--- config.mk ---
export PLATFORM = sky130hd
export DESIGN_NAME = rdcp_refill_scan
export DESIGN_NICKNAME = d
export VERILOG_FILES = /design/src/design/rdcp_pkg.sv /design/src/design/rdcp_refill_scan.sv
export SDC_FILE = /design/constraint.sdc
export NUM_CORES = 1
export LEC_CHECK = 0
export ABC_CLOCK_PERIOD_IN_PS = 8000
export BUFFER_PORTS_ARGS = -buffer_cell sky130_fd_sc_hd__buf_4
export CAP_MARGIN = 40
export CORE_MARGIN = 3
export CORE_UTILIZATION = 64
export CTS_CLUSTER_SIZE = 8
export DETAILED_ROUTE_END_ITERATION = 10
export GPL_TIMING_DRIVEN = 0
export PLACE_DENSITY_LB_ADDON = 0.2
export SETUP_SLACK_MARGIN = 0.4
export SYNTH_ARGS = -nofsm -noshare
export SYNTH_HDL_FRONTEND = slang
export SYNTH_SLANG_ARGS = --single-unit
--- constraint.sdc ---
create_clock -name clk -period 8 [get_ports clk]
set_input_delay 1.6 -clock clk [delete_from_list [all_inputs] [get_ports clk]]
set_output_delay 1.6 -clock clk [all_outputs]
set_load 0.005 [all_outputs]
--- src/design/rdcp_pkg.sv ---
// Shared types, constants and helpers for the random draw code pool.
package rdcp_pkg;

  // Number of four-digit codes and the width of every code, index and count.
  localparam int CODE_COUNT = 10000;
  localparam int FIELD_W    = 14;
  localparam int DIGIT_W    = 4;
  localparam int RADIX      = 10;

  localparam logic [FIELD_W-1:0] LAST_CODE = FIELD_W'(CODE_COUNT - 1);
  localparam logic [FIELD_W-1:0] POOL_MAX  = FIELD_W'(CODE_COUNT);
  localparam logic [DIGIT_W-1:0] DIGIT_MAX = DIGIT_W'(RADIX - 1);

  // Result status codes.
  localparam logic STATUS_OK  = 1'b0;
  localparam logic STATUS_ERR = 1'b1;

  typedef logic [FIELD_W-1:0] field_t;
  typedef logic [DIGIT_W-1:0] digit_t;

  // What the refill scanner presents for the current code.
  typedef struct packed {
    field_t code;
    logic   keep;
    logic   last;
  } scan_t;

  // Cyclic step (a - b) mod 10 between two decimal digits.
  function automatic digit_t digit_step(input digit_t a, input digit_t b);
    logic [DIGIT_W:0] t;
    t = {1'b0, a} + (DIGIT_W + 1)'(RADIX) - {1'b0, b};
    if (t >= (DIGIT_W + 1)'(RADIX)) begin
      t = t - (DIGIT_W + 1)'(RADIX);
    end
    return t[DIGIT_W-1:0];
  endfunction

endpackage

--- src/design/rdcp_refill_scan.sv ---
// Refill scanner: walks the codes in order and flags the ones to keep.
module rdcp_refill_scan (
  input  logic            clk,
  input  logic            rst_n,
  input  logic            clr,
  input  logic            adv,
  input  logic            filter,
  output rdcp_pkg::scan_t scan
);

  rdcp_pkg::field_t code_r, code_nxt;
  rdcp_pkg::digit_t d0_r, d1_r, d2_r, d3_r;
  rdcp_pkg::digit_t d0_nxt, d1_nxt, d2_nxt, d3_nxt;
  rdcp_pkg::digit_t s0, s1, s2;
  logic             run;

  // Decimal digits count alongside the binary code, so no division is needed.
  always_comb begin
    code_nxt = code_r + rdcp_pkg::field_t'(1);
    d0_nxt   = d0_r;
    d1_nxt   = d1_r;
    d2_nxt   = d2_r;
    d3_nxt   = d3_r;
    if (d0_r != rdcp_pkg::DIGIT_MAX) begin
      d0_nxt = d0_r + rdcp_pkg::digit_t'(1);
    end else begin
      d0_nxt = '0;
      if (d1_r != rdcp_pkg::DIGIT_MAX) begin
        d1_nxt = d1_r + rdcp_pkg::digit_t'(1);
      end else begin
        d1_nxt = '0;
        if (d2_r != rdcp_pkg::DIGIT_MAX) begin
          d2_nxt = d2_r + rdcp_pkg::digit_t'(1);
        end else begin
          d2_nxt = '0;
          d3_nxt = d3_r + rdcp_pkg::digit_t'(1);
        end
      end
    end
  end

  always_ff @(posedge clk) begin
    if (!rst_n || clr) begin
      code_r <= '0;
      d0_r   <= '0;
      d1_r   <= '0;
      d2_r   <= '0;
      d3_r   <= '0;
    end else if (adv) begin
      code_r <= code_nxt;
      d0_r   <= d0_nxt;
      d1_r   <= d1_nxt;
      d2_r   <= d2_nxt;
      d3_r   <= d3_nxt;
    end
  end

  // A code is an arithmetic run when all three cyclic digit steps match.
  assign s0  = rdcp_pkg::digit_step(d0_r, d1_r);
  assign s1  = rdcp_pkg::digit_step(d1_r, d2_r);
  assign s2  = rdcp_pkg::digit_step(d2_r, d3_r);
  assign run = (s0 == s1) && (s1 == s2);

  assign scan.code = code_r;
  assign scan.keep = !filter || !run;
  assign scan.last = (code_r == rdcp_pkg::LAST_CODE);

endmodule

==> impl_metrics.prom <==
# TYPE chip_impl_metric gauge
chip_impl_metric{name="max_slew.worst_pin.slew",unit="ns"} 0.5043
chip_impl_metric{name="synthXorXnorAreaFrac",unit="%"} 11.21
chip_impl_metric{name="path_clk_slew",unit="ns"} 0.09
chip_impl_metric{name="htree_num_levels",unit=""} 2
chip_impl_metric{name="initial_core_util",unit="%"} 69.37
chip_impl_metric{name="number_of_vias_after_detailed_routing",unit=""} 1824
chip_impl_metric{name="ff_latch_area",unit="um2"} 600.6
chip_impl_metric{name="final.period_utilization",unit="%"} 62.91
chip_impl_metric{name="finalSetupViolCount",unit=""} 0
chip_impl_metric{name="cts_inserted_buffers",unit=""} 5
chip_impl_metric{name="synth.yosys.seq_area_share",unit="%"} 27.46
chip_impl_info{name="master_cell_of_the_clock_root_buffer",value="sky130_fd_sc_hd__clkbuf_4"} 1
chip_impl_metric{name="chipWidth",unit="um"} 64.46
chip_impl_metric{name="synth-seq-cells",unit=""} 30
chip_impl_metric{name="p_leak",unit="nW"} 1.032
chip_impl_metric{name="netlist_area",unit="um2"} 2187
chip_impl_info{name="rsz_0062_raised_after_global_routing",value="no"} 1
chip_impl_metric{name="avgSynthCellArea",unit="um2"} 8.348
chip_impl_metric{name="totalNegativeSetupSlack",unit="ns"} 0
chip_impl_metric{name="holdBufCountCts",unit=""} 0
chip_impl_metric{name="final_routed_wirelength_across_all_metal_layers",unit="um"} 4072
chip_impl_info{name="outcome",value="finished, final reports clean"} 1
chip_impl_metric{name="drt_pass1_iterations",unit=""} 4
chip_impl_info{name="timing.hold.worst.start",value="d0_r[3]$_SDFFE_PP0P_"} 1
chip_impl_metric{name="upper_clock_frequency_limit",unit="GHz"} 0.1987
chip_impl_metric{name="design.die.area",unit="um2"} 4155
chip_impl_metric{name="rrSetupSlack",unit="ns"} 6.24
chip_impl_metric{name="switchingPower",unit="W"} 0.00005831
chip_impl_metric{name="share_comb_of_total_power",unit="%"} 4.5
chip_impl_metric{name="grt_first_pass_wirelength",unit="um"} 7189
chip_impl_metric{name="top_ports",unit=""} 21
chip_impl_metric{name="die_y",unit="um"} 64.46
chip_impl_metric{name="pin_count_of_the_biggest_net_entering_global_routing",unit=""} 11
chip_impl_metric{name="final-hold-violation-count",unit=""} 0
chip_impl_metric{name="skew",unit="ns"} 0.007466
chip_impl_metric{name="cp.required",unit="ns"} 6.40
chip_impl_metric{name="met2_usage",unit="%"} 34.66
chip_impl_metric{name="power.internal",unit="W"} 0.0001978
chip_impl_metric{name="vdd_ir_drop_max",unit="mV"} 0.08949
chip_impl_metric{name="via_per_inst",unit=""} 5.477
chip_impl_info{name="rr_startpoint",value="d1_r[3]$_SDFFE_PP0P_"} 1
chip_impl_metric{name="relSlewSlack",unit="%"} 66.38
chip_impl_metric{name="cts_resized",unit=""} 0
chip_impl_metric{name="hold_path_depth",unit=""} 2
chip_impl_metric{name="drt-initial-drc-count",unit=""} 64
chip_impl_metric{name="antenna_found_initial",unit=""} 0
chip_impl_metric{name="diodes",unit=""} 0
chip_impl_metric{name="reg2reg_depth",unit=""} 6
chip_impl_metric{name="synth.lib_cells_used.distinct",unit=""} 43
chip_impl_metric{name="p_sw_share",unit="%"} 22.76
chip_impl_metric{name="global_route.usage.total",unit="%"} 21.65
chip_impl_info{name="grt_most_used_layer",value="met2"} 1
chip_impl_info{name="combinational_family_with_the_most_area_after_synthesis",value="simple AND/OR/NAND/NOR gates"} 1
chip_impl_metric{name="clock_sinks",unit=""} 30
chip_impl_metric{name="slew_viol_final",unit=""} 0
chip_impl_metric{name="portBuffers",unit=""} 19
chip_impl_metric{name="synth_mux_area_share",unit="%"} 1.831
chip_impl_metric{name="drt_antenna_net_count",unit=""} 0
chip_impl_metric{name="cts.path.max_buffers",unit=""} 2
chip_impl_info{name="setup.worst_path.end_class",value="output port"} 1
chip_impl_metric{name="ys_async_sr_fraction",unit="%"} 0
chip_impl_metric{name="power.density",unit="nW/um2"} 104.8
chip_impl_info{name="synth_ff_type",value="sky130_fd_sc_hd__dfxtp_1"} 1
chip_impl_metric{name="post_cts_setup_buffer_count",unit=""} 0
chip_impl_metric{name="globalplace.congestion",unit=""} 0.8168
chip_impl_metric{name="global_route.usage.met3",unit="%"} 4.853
chip_impl_metric{name="timing.hold.ws",unit="ns"} 0.5179
chip_impl_metric{name="num-nets-final",unit=""} 322
chip_impl_metric{name="synth_top_area_share",unit="%"} 27.46
chip_impl_metric{name="fraction_of_final_layout_cells_with_drive_strength_greater_than_1",unit="%"} 11.42
chip_impl_info{name="worstSetupStartpointType",value="flip-flop"} 1
chip_impl_metric{name="post_synth_simple_gate_area",unit="%"} 23.91
chip_impl_metric{name="placeableCoreArea",unit="um2"} 3153
chip_impl_metric{name="row_count",unit=""} 20
chip_impl_info{name="synthDominantAreaCellType",value="sky130_fd_sc_hd__dfxtp_1"} 1
chip_impl_metric{name="critical_path.max_fanout",unit=""} 7
chip_impl_metric{name="pwr-share-clk",unit="%"} 36.6
chip_impl_metric{name="groute.layer.met1.usage",unit="%"} 29.01
chip_impl_metric{name="mappedNetlistNets",unit=""} 296
chip_impl_metric{name="synthCells",unit=""} 262
chip_impl_info{name="cts_tree",value="done"} 1
chip_impl_metric{name="post-dp-hpwl",unit="um"} 3169
chip_impl_metric{name="clock_insertion_delay_worst_skew",unit="ns"} 0.33
chip_impl_info{name="hold_path.class",value="flip-flop to flip-flop"} 1
chip_impl_metric{name="part_of_the_total_power_dissipated_in_sequential_elements",unit="%"} 58.9
chip_impl_metric{name="worst-endpoint-arrival",unit="ns"} 3.43
chip_impl_metric{name="residual_drc",unit=""} 0
chip_impl_metric{name="drv_cap",unit=""} 0
chip_impl_info{name="timing.rr.end",value="d3_r[3]$_SDFFE_PP0P_"} 1
chip_impl_metric{name="grt.overflow.total",unit=""} 0
chip_impl_metric{name="compound_gate_portion_of_the_synthesized_area",unit="%"} 11.44
chip_impl_metric{name="detail_route.wl_per_cell",unit="um"} 12.23
chip_impl_metric{name="synth_fa_ha_area_share",unit="%"} 17.62
chip_impl_info{name="critPathKind",value="flip-flop to output port"} 1
chip_impl_metric{name="grt_pass1_vias",unit=""} 1729
chip_impl_metric{name="syn2layout_area_growth",unit="%"} 11.78
chip_impl_metric{name="fillerInstances",unit=""} 250
chip_impl_info{name="synth_commonest_cells",value="sky130_fd_sc_hd__inv_1 (33), sky130_fd_sc_hd__nor2_1 (33), sky130_fd_sc_hd__dfxtp_1 (30)"} 1
chip_impl_metric{name="multi_input_comb_area",unit="um2"} 1444
chip_impl_metric{name="synth_edf_count",unit=""} 0
chip_impl_metric{name="final_period_minus_worst_setup_slack",unit="ns"} 5.033
chip_impl_info{name="worst_hold_path.endpoint",value="d0_r[3]$_SDFFE_PP0P_"} 1
chip_impl_info{name="yosys-top-cells-area",value="sky130_fd_sc_hd__dfxtp_1 (27%), sky130_fd_sc_hd__ha_1 (15%), sky130_fd_sc_hd__xnor2_1 (6.0%), sky130_fd_sc_hd__inv_1 (5.7%), sky130_fd_sc_hd__nor2_1 (5.7%)"} 1
chip_impl_metric{name="synthesis.yosys.warnings",unit=""} 0
-- stage by stage --
step                instance area [um2]  worst slack, ns   power, W  utilization [%]  cells
floorplan                          2187            3.661  0.0001616                -    262
global placement                   2385            3.362  0.0001656            75.63    325
detailed placement                 2385            3.345  0.0001659            75.63    325
CTS                                2445            2.962  0.0002590            77.54    333
global route                       2445            2.743  0.0002666            77.54    333
finish                             2445            2.967  0.0002561            77.54    333
-- cells by family (layout without fill, tap and decap cells) --
group	after synthesis	after routing
AO/OA/AOI/OAI	38	38
flip-flops	30	30
adder cells (fa/ha/maj)	29	29
AND/OR/NAND/NOR	96	96
multiplexers	4	4
buffers and inverters	37	64
XOR/XNOR	28	28
-- worst max-delay path: stages (launching register included) --
cell	delay (ns)
sky130_fd_sc_hd__dfxtp_1	0.46
sky130_fd_sc_hd__inv_1	0.09
sky130_fd_sc_hd__ha_1	0.29
sky130_fd_sc_hd__inv_1	0.04
sky130_fd_sc_hd__ha_1	0.21
sky130_fd_sc_hd__fa_1	0.48
sky130_fd_sc_hd__inv_1	0.07
sky130_fd_sc_hd__ha_1	0.25
sky130_fd_sc_hd__a21boi_4	0.08
sky130_fd_sc_hd__or4_4	0.52
sky130_fd_sc_hd__a22o_1	0.21
sky130_fd_sc_hd__mux2i_1	0.11
sky130_fd_sc_hd__o2111ai_1	0.12
sky130_fd_sc_hd__buf_4	0.15
-- layer usage --
metal | vias up | share of wire (%)
met1 | 845 | 48
met2 | 19 | 48
met5 | - | 0
li1 | 953 | -
met4 | 0 | 1.1
met3 | 7 | 3.0
-- cells in the final DEF, fill, tap and decap left out, types with 2 or more instances in the layout --
cell and n:
sky130_fd_sc_hd__nand4_1 9, sky130_fd_sc_hd__inv_1 33, sky130_fd_sc_hd__nand3_1 7, sky130_fd_sc_hd__nor3_1 8, sky130_fd_sc_hd__clkbuf_4 5, sky130_fd_sc_hd__mux2i_1 4
sky130_fd_sc_hd__nand2_1 9, sky130_fd_sc_hd__dfxtp_1 30, sky130_fd_sc_hd__and3b_1 3, sky130_fd_sc_hd__a21oi_1 12, sky130_fd_sc_hd__or3_1 2, sky130_fd_sc_hd__and2_1 2
sky130_fd_sc_hd__nand3b_1 2, sky130_fd_sc_hd__buf_4 20, sky130_fd_sc_hd__xor2_1 13, sky130_fd_sc_hd__ha_1 26, sky130_fd_sc_hd__and3_1 6, sky130_fd_sc_hd__fa_1 3
sky130_fd_sc_hd__nand2b_1 3, sky130_fd_sc_hd__xnor2_1 15, sky130_fd_sc_hd__a21boi_0 2, sky130_fd_sc_hd__nor2b_1 2, sky130_fd_sc_hd__clkbuf_1 4, sky130_fd_sc_hd__nor3b_1 3
sky130_fd_sc_hd__o21ai_0 11, sky130_fd_sc_hd__o31ai_1 3, sky130_fd_sc_hd__nor2_1 33
-- area by class of cell --
| cell class | count | area share [%] |
|---|---|---|
| Multi-Input combinational cell | 195 | 59.06 |
| Sequential cell | 30 | 24.57 |
| Timing Repair Buffer | 19 | 5.834 |
| Inverter | 33 | 5.067 |
| Clock buffer | 7 | 2.252 |
| Tap cell | 44 | 2.252 |
| Buffer | 4 | 0.7677 |
| Clock inverter | 1 | 0.2047 |
-- state kept, by name (all words and copies together) (netlist names) --
name,cells
d2_r,4
d0_r,4
code_r,14
d3_r,4
d1_r,4
-- power groups by stage --
| stage | sequential, W | clock, W | combinational (W) |
|---|---|---|---|
| detailed placement | 0.000154 | 0 | 0.0000115 |
| global route | 0.000151 | 0.000103 | 0.0000128 |
| finish | 0.000151 | 0.0000938 | 0.0000115 |
| global placement | 0.000154 | 0 | 0.0000113 |
| CTS | 0.000151 | 0.0000965 | 0.0000116 |
| floorplan | 0.000154 | 0 | 0.00000739 |
-- worst max path at each step --
stage | from | to | slack, ns | depth (start not counted)
detailed placement | d1_r[1]$_SDFFE_PP0P_ | scan[1] | 3.34 | 13
global placement | d1_r[1]$_SDFFE_PP0P_ | scan[1] | 3.36 | 13
CTS | d1_r[1]$_SDFFE_PP0P_ | scan[1] | 2.96 | 13
global route | d1_r[1]$_SDFFE_PP0P_ | scan[1] | 2.74 | 13
finish | d1_r[1]$_SDFFE_PP0P_ | scan[1] | 2.97 | 13
floorplan | d1_r[1]$_SDFFE_PP0P_ | scan[1] | 3.66 | 12
No activity file was read; power rests on OpenSTA's default activity.
